[src/spq_pkg.sv]
// Shared types and constants for the sorted priority queue.
// Depends on nothing; imported by spq_cell and sorted_priority_queue.
package spq_pkg;

  localparam int CAPACITY = 16;
  localparam int CNT_W    = $clog2(CAPACITY + 1);

  localparam logic [1:0] OP_INSERT = 2'd0;
  localparam logic [1:0] OP_REMOVE = 2'd1;
  localparam logic [1:0] OP_FIND   = 2'd2;
  localparam logic [1:0] OP_PEEK   = 2'd3;

  localparam logic [1:0] ST_DONE = 2'd0;
  localparam logic [1:0] ST_MISS = 2'd1;
  localparam logic [1:0] ST_FULL = 2'd2;

  // Broadcast to every cell of the chain
  typedef struct packed {
    logic               upd;    // shift this cycle
    logic               ins;    // 1 insert, 0 remove
    logic signed [31:0] value;  // key of the current request
  } cell_ctl_t;

endpackage

[src/spq_cell.sv]
// One slot of the sorted chain: holds a value, compares it to the request key
// and shifts left or right with its neighbors. Depends on spq_pkg.
module spq_cell
  import spq_pkg::*;
(
  input  logic               clk,
  input  cell_ctl_t          ctl,
  input  logic               in_use,
  input  logic               left_ge,
  input  logic signed [31:0] left_val,
  input  logic signed [31:0] right_val,
  output logic signed [31:0] val,
  output logic               ge,
  output logic               eq
);

  logic signed [31:0] val_r;
  logic signed [31:0] val_nxt;

  // Unused slots act as "greater or equal" so the ge row stays a thermometer
  assign ge  = !in_use || (val_r >= ctl.value);
  assign eq  = in_use && (val_r == ctl.value);
  assign val = val_r;

  always_comb begin
    val_nxt = val_r;
    if (ctl.upd) begin
      if (ctl.ins) begin
        if (ge && !left_ge) begin
          val_nxt = ctl.value;
        end else if (ge && left_ge) begin
          val_nxt = left_val;
        end
      end else if (ge) begin
        val_nxt = right_val;
      end
    end
  end

  always_ff @(posedge clk) begin
    val_r <= val_nxt;
  end

endmodule

[src/sorted_priority_queue.sv]
// Top level of the sorted priority queue: request register, chain of cells,
// result register. Depends on spq_pkg and spq_cell.
//
//   channel | direction | handshake           | payload
//   --------+-----------+---------------------+----------------------------------
//   in_     | input     | in_valid / in_stall | func, item_value
//   out_    | output    | out_valid/out_stall | status, position, head_valid,
//           |           |                     | smallest_value, occupancy
//
// Each request is handled in turn: the beat is captured in the request register,
// then in the next cycle every cell compares in parallel, the chain shifts by
// one slot and the result register loads. One request is in flight at a time.
// in_stall is high while a request is in flight or the previous result beat is
// still held by out_stall; a held result keeps the request waiting.
// Reset (rst_n low, synchronous) empties the queue and drops any pending beat.
// The cell contents are not cleared; slots at or above the count are marked unused.
module sorted_priority_queue
  import spq_pkg::*;
(
  input  logic               clk,
  input  logic               rst_n,
  input  logic               in_valid,
  output logic               in_stall,
  input  logic [1:0]         in_func,
  input  logic signed [31:0] in_item_value,
  output logic               out_valid,
  input  logic               out_stall,
  output logic [1:0]         out_status,
  output logic [3:0]         out_position,
  output logic               out_head_valid,
  output logic signed [31:0] out_smallest_value,
  output logic [4:0]         out_occupancy
);

  // Request register
  logic               job_vld_r, job_vld_nxt;
  logic [1:0]         job_func_r;
  logic signed [31:0] job_val_r;

  // Queue occupancy
  logic [CNT_W-1:0]   count_r, count_nxt;

  // Result register
  logic               out_vld_r, out_vld_nxt;
  logic [1:0]         status_r, status_nxt;
  logic [3:0]         pos_r, pos_nxt;
  logic               headv_r;
  logic signed [31:0] small_r, small_nxt;
  logic [4:0]         occ_r;

  logic in_take;
  logic job_done;

  cell_ctl_t          ctl;
  logic signed [31:0] cell_val [CAPACITY];
  logic [CAPACITY-1:0] ge_vec;
  logic [CAPACITY-1:0] eq_vec;
  logic [CAPACITY-1:0] first_oh;
  logic [3:0]          first_pos;
  logic                hit;
  logic                full;
  logic                ins_ok;
  logic                rem_ok;
  logic signed [31:0]  head_nxt;

  // Handshakes: hold the request until the result register can take it
  assign in_stall = job_vld_r || (out_vld_r && out_stall);
  assign in_take  = in_valid && !in_stall;
  assign job_done = job_vld_r && (!out_vld_r || !out_stall);

  // Locate the insertion / match slot: the ge row is a thermometer
  assign first_oh = ge_vec & ~{ge_vec[CAPACITY-2:0], 1'b0};
  assign hit      = |(eq_vec & first_oh);
  assign full     = (count_r == CNT_W'(CAPACITY));
  assign ins_ok   = (job_func_r == OP_INSERT) && !full;
  assign rem_ok   = (job_func_r == OP_REMOVE) && hit;

  always_comb begin
    first_pos = '0;
    for (int i = 0; i < CAPACITY; i++) begin
      if (first_oh[i]) begin
        first_pos = first_pos | 4'(i);
      end
    end
  end

  // Broadcast: advance the chain only on the beat that completes, for an insert with room or a remove that hit
  assign ctl.upd   = job_done && (ins_ok || rem_ok);
  assign ctl.ins   = (job_func_r == OP_INSERT);
  assign ctl.value = job_val_r;

  for (genvar g = 0; g < CAPACITY; g++) begin : g_cell
    logic               l_ge;
    logic signed [31:0] l_val;
    logic signed [31:0] r_val;

    if (g == 0) begin : g_first
      assign l_ge  = 1'b0;
      assign l_val = '0;
    end else begin : g_mid
      assign l_ge  = ge_vec[g-1];
      assign l_val = cell_val[g-1];
    end

    if (g == CAPACITY - 1) begin : g_last
      assign r_val = cell_val[g];
    end else begin : g_inner
      assign r_val = cell_val[g+1];
    end

    spq_cell u_cell (
      .clk       (clk),
      .ctl       (ctl),
      .in_use    (CNT_W'(g) < count_r),
      .left_ge   (l_ge),
      .left_val  (l_val),
      .right_val (r_val),
      .val       (cell_val[g]),
      .ge        (ge_vec[g]),
      .eq        (eq_vec[g])
    );
  end

  // Count and head after this request
  always_comb begin
    count_nxt = count_r;
    if (ctl.upd && ins_ok) begin
      count_nxt = count_r + CNT_W'(1);
    end else if (ctl.upd && rem_ok) begin
      count_nxt = count_r - CNT_W'(1);
    end
  end

  always_comb begin
    head_nxt = cell_val[0];
    if (ins_ok && ge_vec[0]) begin
      head_nxt = job_val_r;
    end else if (rem_ok && ge_vec[0]) begin
      head_nxt = cell_val[1];
    end
  end

  // Status and position per operation
  always_comb begin
    status_nxt = ST_DONE;
    pos_nxt    = '0;
    case (job_func_r)
      OP_INSERT: begin
        if (full) begin
          status_nxt = ST_FULL;
        end else begin
          pos_nxt = first_pos;
        end
      end
      OP_REMOVE, OP_FIND: begin
        if (hit) begin
          pos_nxt = first_pos;
        end else begin
          status_nxt = ST_MISS;
        end
      end
      OP_PEEK: begin
        if (count_r == '0) begin
          status_nxt = ST_MISS;
        end
      end
      default: begin
        status_nxt = ST_DONE;
      end
    endcase
  end

  assign small_nxt   = (count_nxt != '0) ? head_nxt : '0;
  assign job_vld_nxt = in_take ? 1'b1 : (job_done ? 1'b0 : job_vld_r);
  assign out_vld_nxt = job_done ? 1'b1 : (out_vld_r && out_stall);

  always_ff @(posedge clk) begin
    if (!rst_n) begin
      job_vld_r <= 1'b0;
      out_vld_r <= 1'b0;
      count_r   <= '0;
    end else begin
      job_vld_r <= job_vld_nxt;
      out_vld_r <= out_vld_nxt;
      count_r   <= count_nxt;
    end
  end

  // Payload registers: capture the request beat, load the result beat
  always_ff @(posedge clk) begin
    if (in_take) begin
      job_func_r <= in_func;
      job_val_r  <= in_item_value;
    end
    if (job_done) begin
      status_r <= status_nxt;
      pos_r    <= pos_nxt;
      headv_r  <= (count_nxt != '0);
      small_r  <= small_nxt;
      occ_r    <= 5'(count_nxt);
    end
  end

  assign out_valid          = out_vld_r;
  assign out_status         = status_r;
  assign out_position       = pos_r;
  assign out_head_valid     = headv_r;
  assign out_smallest_value = small_r;
  assign out_occupancy      = occ_r;

  // Checks
  a_count_bound: assert property (@(posedge clk) disable iff (!rst_n)
    count_r <= CNT_W'(CAPACITY))
    else $error("occupancy above capacity");

  a_slot_onehot: assert property (@(posedge clk) disable iff (!rst_n)
    job_vld_r |-> $onehot0(first_oh))
    else $error("slot select not one-hot");

  a_take_starts_job: assert property (@(posedge clk) disable iff (!rst_n)
    in_take |=> job_vld_r && in_stall)
    else $error("accepted beat did not start a request");

  a_full_status: assert property (@(posedge clk) disable iff (!rst_n)
    (out_vld_r && status_r == ST_FULL) |-> (occ_r == 5'(CAPACITY)))
    else $error("full status with free slots");

  a_count_step: assert property (@(posedge clk) disable iff (!rst_n)
    !job_done |=> $stable(count_r))
    else $error("occupancy changed outside a request");

endmodule
[config.mk]
export PLATFORM = sky130hd
export DESIGN_NAME = sorted_priority_queue
export DESIGN_NICKNAME = d
export VERILOG_FILES = /design/src/spq_pkg.sv /design/src/spq_cell.sv /design/src/sorted_priority_queue.sv
export SDC_FILE = /design/constraint.sdc
export NUM_CORES = 2
export LEC_CHECK = 0
export BUFFER_PORTS_ARGS = -buffer_cell sky130_fd_sc_hd__buf_4
export CORE_ASPECT_RATIO = 0.6
export CORE_MARGIN = 10
export CORE_UTILIZATION = 61
export CTS_BUF_LIST = sky130_fd_sc_hd__clkbuf_4 sky130_fd_sc_hd__clkbuf_8 sky130_fd_sc_hd__clkbuf_16
export CTS_CLUSTER_SIZE = 40
export DETAILED_ROUTE_END_ITERATION = 12
export GPL_TIMING_DRIVEN = 0
export MAX_ROUTING_LAYER = met4
export PLACE_DENSITY_LB_ADDON = 0.15
export SYNTH_ARGS = -nofsm -noshare
export SYNTH_HDL_FRONTEND = slang
export SYNTH_SLANG_ARGS = --single-unit
[constraint.sdc]
create_clock -name clk -period 14.5 [get_ports clk]
set_clock_uncertainty 0.1 [all_clocks]
set_input_delay 2.175 -clock clk [delete_from_list [all_inputs] [get_ports clk]]
set_output_delay 2.175 -clock clk [all_outputs]
set_load 0.01 [all_outputs]
# --- Yosys cells after proc, flatten, opt, wreduce, memory -nomap -nowiden ---
# Index checks and enable logic that the tools add are counted.
totals:
  input_bits: 38
  mem_count: 0
  elab_cells: 334
  latchBits: 0
  output_inout_bits: 46
  ram_bits: 0
  register_bits: 597
  romBits: 0
op_classes:
  shifts: 0
  n_addsub: 2
  mux: 90
  mul: 0
  bitwise_logic: 3
  order_cmp: 32
  eq_ne: 34
  n_reduce_logical: 147
  div_mod_pow: 0
ops:
  columns: ["operator", "n"]
  rows:
  - ["32-bit two-way mux", 63]
  - ["32-bit equality test", 16]
  - ["32-bit >= comparator", 16]
  - ["1-bit logical AND", 56]
  - ["3-bit AND reduction", 15]
  - ["3-bit by 1-bit != test with 1-bit output, second input constant", 14]
  - ["4-bit by 5-bit less-than comparator with 1-bit output, first input constant", 8]
  - ["4-bit two-way mux", 10]
  - ["1-bit zero test", 35]
  - ["16-bit bitwise AND", 2]
  - ["2-bit nonzero test", 16]
  - ["3-bit by 5-bit less-than comparator with 1-bit output, first input constant", 4]
  - ["1-bit logical OR", 19]
  - ["16-bit NOT", 1]
  - ["16-bit OR reduction", 1]
  - ["3-bit two-way mux", 4]
  - ["1-bit by 5-bit less-than comparator with 1-bit output, first input constant", 2]
  - ["2-bit by 5-bit less-than comparator with 1-bit output, first input constant", 2]
  - ["5-bit two-way mux", 2]
  - ["4-bit one-hot mux with 2 select lines", 1]
  - ["1-bit two-way mux", 6]
  - ["2-bit two-way mux", 3]
  - ["2-bit one-hot mux with 3 select lines", 1]
  - ["5-bit by 1-bit adder with 5-bit output, second input constant", 1]
  - ["other kinds (9)", 10]

# --- Logic depth before layout (Yosys ltp) ---
depth:
  ltp_word: 22
  mapped_depth: 16
  ltp_nobuf: 14

# --- Cells and area by module ---
# A second synthesis with hierarchy kept.
hier_totals:
  hier_cells: 5264
  hier_area_um2: 46631.0
modules_own_cells:
  columns: ["mod", "cells_each", "seq_area_each_um2", "area_each_um2", "instances"]
  rows:
  - ["spq_cell", 307, 960.9, 2637.5, 16]
  - ["sorted_priority_queue", 352, 2482.4, 4430.5, 1]

# --- Least setup slack after synthesis ---
# No wires, ideal clock.
synth_path:
  path_kind: "input port to flip-flop"
  from: "in out_stall"
  to: "reg g_cell[15].u_cell.val_r[0], enable pin"
  setup_ns: 0.470
  required_time_ns: 13.930
  slack_ns: 7.704
  stages: 6
  t_arrival_ns: 6.226
  n_path_buf: 1
  path_cell_list: "nand2_1 nand2_1 inv_1 o21ai_4 buf_2 a211oi_1"
synth_via:
  elab_chain_len: 5
synth_rtl:
  columns: ["element", "line_no", "text"]
  rows:
  - ["start, declared", "sorted_priority_queue.sv:27", "input logic out_stall,"]
  - ["1-bit zero test", "sorted_priority_queue.sv:69", "assign job_done = job_vld_r && (!out_vld_r || !out_stall);"]
  - ["1-bit logical OR", "sorted_priority_queue.sv:69", null]
  - ["1-bit logical AND", "sorted_priority_queue.sv:69", null]
  - ["via job_done", "sorted_priority_queue.sv:52", "logic job_done;"]
  - ["1-bit logical AND", "sorted_priority_queue.sv:88", "assign ctl.upd = job_done && (ins_ok || rem_ok);"]
  - ["3-bit AND reduction (no line)", null, null]
  - ["end signal, assigned", "spq_cell.sv:41", "val_r <= val_nxt;"]
  - ["end, declared", "spq_cell.sv:17", "logic signed [31:0] val_r;"]
# The timed path passes the listed nets, and every way through them passes these cells.
# A chain may end at the register's enable or synchronous reset.

# --- Final worst setup path ---
layout_path:
  from: "reg job_val_r[31]"
  to: "reg small_r[0] (netlist: out_smallest_value[0]), data pin"
layout_via:
  elab_chain_len: 13
  elab_cells_between_ends: 80
  cone_classes: "order compare: 16; eq/ne: 16; mux: 4; bitwise: 3; reduce/logical: 41"
layout_rtl:
  columns: ["element", "line_no", "text"]
  rows:
  - ["start, declared", "sorted_priority_queue.sv:38", "logic signed [31:0] job_val_r;"]
  - ["start signal, assigned", "sorted_priority_queue.sv:193", "job_val_r <= in_item_value;"]
  - ["32-bit >= comparator", "spq_cell.sv:21", "assign ge = !in_use || (val_r >= ctl.value);"]
  - ["1-bit logical OR", "spq_cell.sv:21", null]
  - ["16-bit NOT", "sorted_priority_queue.sv:72", "assign first_oh = ge_vec & ~{ge_vec[CAPACITY-2:0], 1'b0};"]
  - ["16-bit bitwise AND", "sorted_priority_queue.sv:72", null]
  - ["16-bit bitwise AND (*)", "sorted_priority_queue.sv:73", "assign hit = |(eq_vec & first_oh);"]
  - ["16-bit OR reduction (*)", "sorted_priority_queue.sv:73", null]
  - ["1-bit logical AND (*)", "sorted_priority_queue.sv:76", "assign rem_ok = (job_func_r == OP_REMOVE) && hit;"]
  - ["1-bit logical OR", "sorted_priority_queue.sv:88", null]
  - ["1-bit logical AND", "sorted_priority_queue.sv:88", null]
  - ["1-bit logical AND", "sorted_priority_queue.sv:129", "end else if (ctl.upd && rem_ok) begin"]
  - ["5-bit two-way mux", "sorted_priority_queue.sv:129", null]
  - ["5-bit two-way mux (*)", "sorted_priority_queue.sv:127", "if (ctl.upd && ins_ok) begin"]
  - ["via count_nxt[0]", "sorted_priority_queue.sv:41", "logic [CNT_W-1:0] count_r, count_nxt;"]
  - ["5-bit nonzero test (*)", "sorted_priority_queue.sv:173", "assign small_nxt = (count_nxt != '0) ? head_nxt : '0;"]
  - ["end signal, assigned", "sorted_priority_queue.sv:199", "small_r <= small_nxt;"]
  - ["end, declared", "sorted_priority_queue.sv:48", "logic signed [31:0] small_r, small_nxt;"]
# The timed path passes the listed nets; every way through them passes the cells marked *.

==> reports/results.ini <==
[grt]
track_usage_pct = 37.2
grt_overflow = 0
grt_pass1_wl_um = 219000
grt_pass1_vias = 34300
grt_max_degree = 38
antenna_found_initial = 2

[worst_setup_path]
worst_setup_path_end_kind = register
cp_data_arrival_time_ps = 7560
cp_common_cell = nor4_1
worstSetupPathType = reg2reg
crit_path_max_incr_delay_ps = 1140
required_ps = 14790
cpMaxStageDelayCell = nor4_1
r2r_slack_ps = 7230
start_kind = register
path_cells = inv_1 > ha_1 > nand4_1 > nor4_1 > nand3_1 > nor4bb_1 > and3_1 > nor4_1 > a41oi_4 > o21ai_4 > xnor2_2 > a2111oi_4 > buf_6 > a21oi_2
reg2reg_to = out_smallest_value[0]$_SDFFCE_PN0P_
r2r_cells = 14
crit_fanout = 22
timing.rr.start = job_val_r[31]$_DFFE_PP_

[worst_hold_path]
hp-start = g_cell[15].u_cell.val[4]$_DFFE_PP_
hold_class = reg2reg
holdPathEnd = g_cell[14].u_cell.val[4]$_DFFE_PP_
worstHoldPathCells = 2

[detailed_routing]
vias_per_cell = 6.86
ant_nets = 0
drt_iter0_drc = 5870
drc = 0
dr_total_vias = 36700
routedWlPerCell_um = 27.9
totalWireLength_um = 149000
dr.pass1.iters = 7

[timing]
slew_viol_final = 0
fin_hold_ws_ps = 511
hold_viol = 0
max_freq_mhz = 138
slew_headroom_pct = 0.155
rsz0062_at_grt = false
worstMarginPinSlew_ps = 1480
fin_crit_ps = 7270
finalSetupTns_ps = 0
finalSetupViolCount = 0
period_share_pct = 50.1

[die]
num_rows = 74
die_w_um = 358
start_util_pct = 61.6
io_pins = 84
die_h_um = 223
core_area_um2 = 68000
dieArea_um2 = 79800

[synth]
yosys_warnings = 0
synth_enable_flop_cells = 590
syn-num-nets = 4783
synthCells = 4227
async_flop_share_pct = 0
yosysUniqueCellTypes = 87
syn_area_um2 = 41800
syn_avg_cell_area_um2 = 9.90
synth-main-ff-cell = edfxtp_1
synth_top_area_share_pct = 42.3
ys_seq_elements = 597
yosysSeqAreaShare_pct = 42.7
yosys-top-cells-area = edfxtp_1 42%, ha_1 15%, a21oi_1 9.5%, mux2i_1 6.5%, nor2_1 6.4%
synth_area_leader_cell = edfxtp_1

[final_layout]
final_util_pct = 67.6
final_cell_mix = 794 x a21oi_1, 705 x nor2_1, 590 x edfxtp_1, 518 x ha_1, 272 x mux2i_1
drive_above_1_share_pct = 8.64
final_common_cell = a21oi_1
fin_nets = 4944
syn2layout_area_growth_pct = 9.88

[clock_network]
clk_latency_ps = 670
clk_pin_slew_ps = 70
cts_resized = 0
cts_made_buffers = 59
cts_root_buffer = clkbuf_16
post_cts_buffers = 0
htreeDepth = 2
cts_num_sinks = 597
cts_tree = built
cts_buffer_depth = 3
hold_buffers = 0

[placed_design]
gp_congestion = 1.05
hpwl_um = 119000
port_buffers = 83

[pwr]
power.density_nw_per_um2 = 94.6
ir_worst_vdd_v = 0.0000910
cellLeakagePower_uw = 0.0174

[status]
status = finished, violations left
violations = max-capacitance violations

[job]
drv_cap = 2

worst max-delay path by stage:
stage | cells past startpoint | slack, ps | endpoint | from
finish | 14 | 7230 | out_smallest_value[0]$_SDFFCE_PN0P_ | job_val_r[31]$_DFFE_PP_
CTS | 14 | 7630 | out_smallest_value[0]$_SDFFCE_PN0P_ | job_val_r[31]$_DFFE_PP_
global placement | 13 | 4190 | g_cell[15].u_cell.val[27]$_DFFE_PP_ | job_val_r[31]$_DFFE_PP_
global route | 14 | 7390 | out_smallest_value[5]$_SDFFCE_PN0P_ | job_val_r[31]$_DFFE_PP_
detailed placement | 12 | 7670 | g_cell[1].u_cell.val[18]$_DFFE_PP_ | job_val_r[31]$_DFFE_PP_
floorplan | 6 | 7700 | g_cell[15].u_cell.val[0]$_DFFE_PP_ | out_stall
per-layer routing:
layer / wire (um) / global-route usage, % / vias to the layer above / part of all wire, %
li1: - / - / 16300 / -
met1: 64900 / 56.2 / 17600 / 44
met2: 54900 / 45.2 / 2612 / 37
met3: 26400 / 15.3 / 175 / 18
met4: 2960 / 7.28 / 0 / 2.0
met5: 0 / - / - / 0
layout make-up:
class,instances,area (um2)
Clock inverter,35,226
Inverter,81,304
Buffer,229,895
Timing Repair Buffer,100,1020
Fill cell,5447,22000
Tap cell,912,1140
Multi-Input combinational cell,3320,22900
Clock buffer,72,1610
Sequential cell,597,17900
Antenna cell,1,2.50
registers in the layout (all words and copies together) (netlist names):
register and count:
out_status 2, job_func_r 2, job_vld_r 1, out_occupancy 5, g_cell.u_cell.val 512, count_r 5
out_head_valid 1, out_position 4, job_val_r 32, out_valid 1, out_smallest_value 32
stage by stage:
stage                     std cells  setup slack [ps]  cell area (um2)  power, uW
after global routing           5347              7390            46000       4460
after floorplan                4227              7700            41800       2500
after global placement         5222              4190            43600       2760
final                          5347              7230            46000       4350
after CTS                      5344              7630            45900       4300
after detailed placement       5237              7670            44100       2790
logic make-up after synthesis:
family | Yosys count | share of synthesized area (%)
AOI/OAI and AO/OA | 1132 | 15.5
adders and majority gates | 518 | 15.5
muxes | 368 | 9.10
buffers and inverters | 310 | 2.86
xor gates and xnor gates | 7 | 0.165
and+or+nand+nor | 1295 | 14.1
DFF | 597 | 42.7
report_power, final:
group	leakage (uW)	internal [uW]	switching, uW
Clock	0.000906	821	735
Combinational	0.0111	254	542
Sequential	0.00542	1960	35.8
Total	0.0174	3030	1310
synth_stat cells (4+ instances only):
library cell  instances
and2b_1               4
or3_1                 6
o21a_1               13
nand2_1             178
a21boi_0              4
or2_2                 8
nand2b_1             13
xnor2_1               4
ha_1                518
a221oi_1             10
a21oi_2              29
buf_1                13
and2_1               10
o21ai_0              73
a31oi_1              44
a21oi_1             794
inv_1                81
nor4b_1               4
nor4_1               19
o211a_1               4
nor2b_1              33
o41a_1                5
edfxtp_1            590
and3_1               18
mux2_2               95
nand3_1              75
nor3_1               44
a21o_1               63
clkbuf_1            204
nor2_1              714
nand4_1             108
nor4bb_1              7
nor3b_1               6
o211ai_1             14
mux2i_1             272
and4_1               22
o31ai_1               5
or4_1                 5
dfxtp_1               7
buf_2                 9
a211oi_1             21
a221o_1               4
critical path, delay by kind of cell (launching register included):
family | cells | cell delay [ps]
fa+ha+maj | 1 | 520
compound gates | 4 | 1640
xor+xnor | 1 | 230
simple gates | 6 | 3020
flops | 1 | 470
buf+inv | 2 | 1000
No activity file was read; power rests on OpenSTA's default activity.
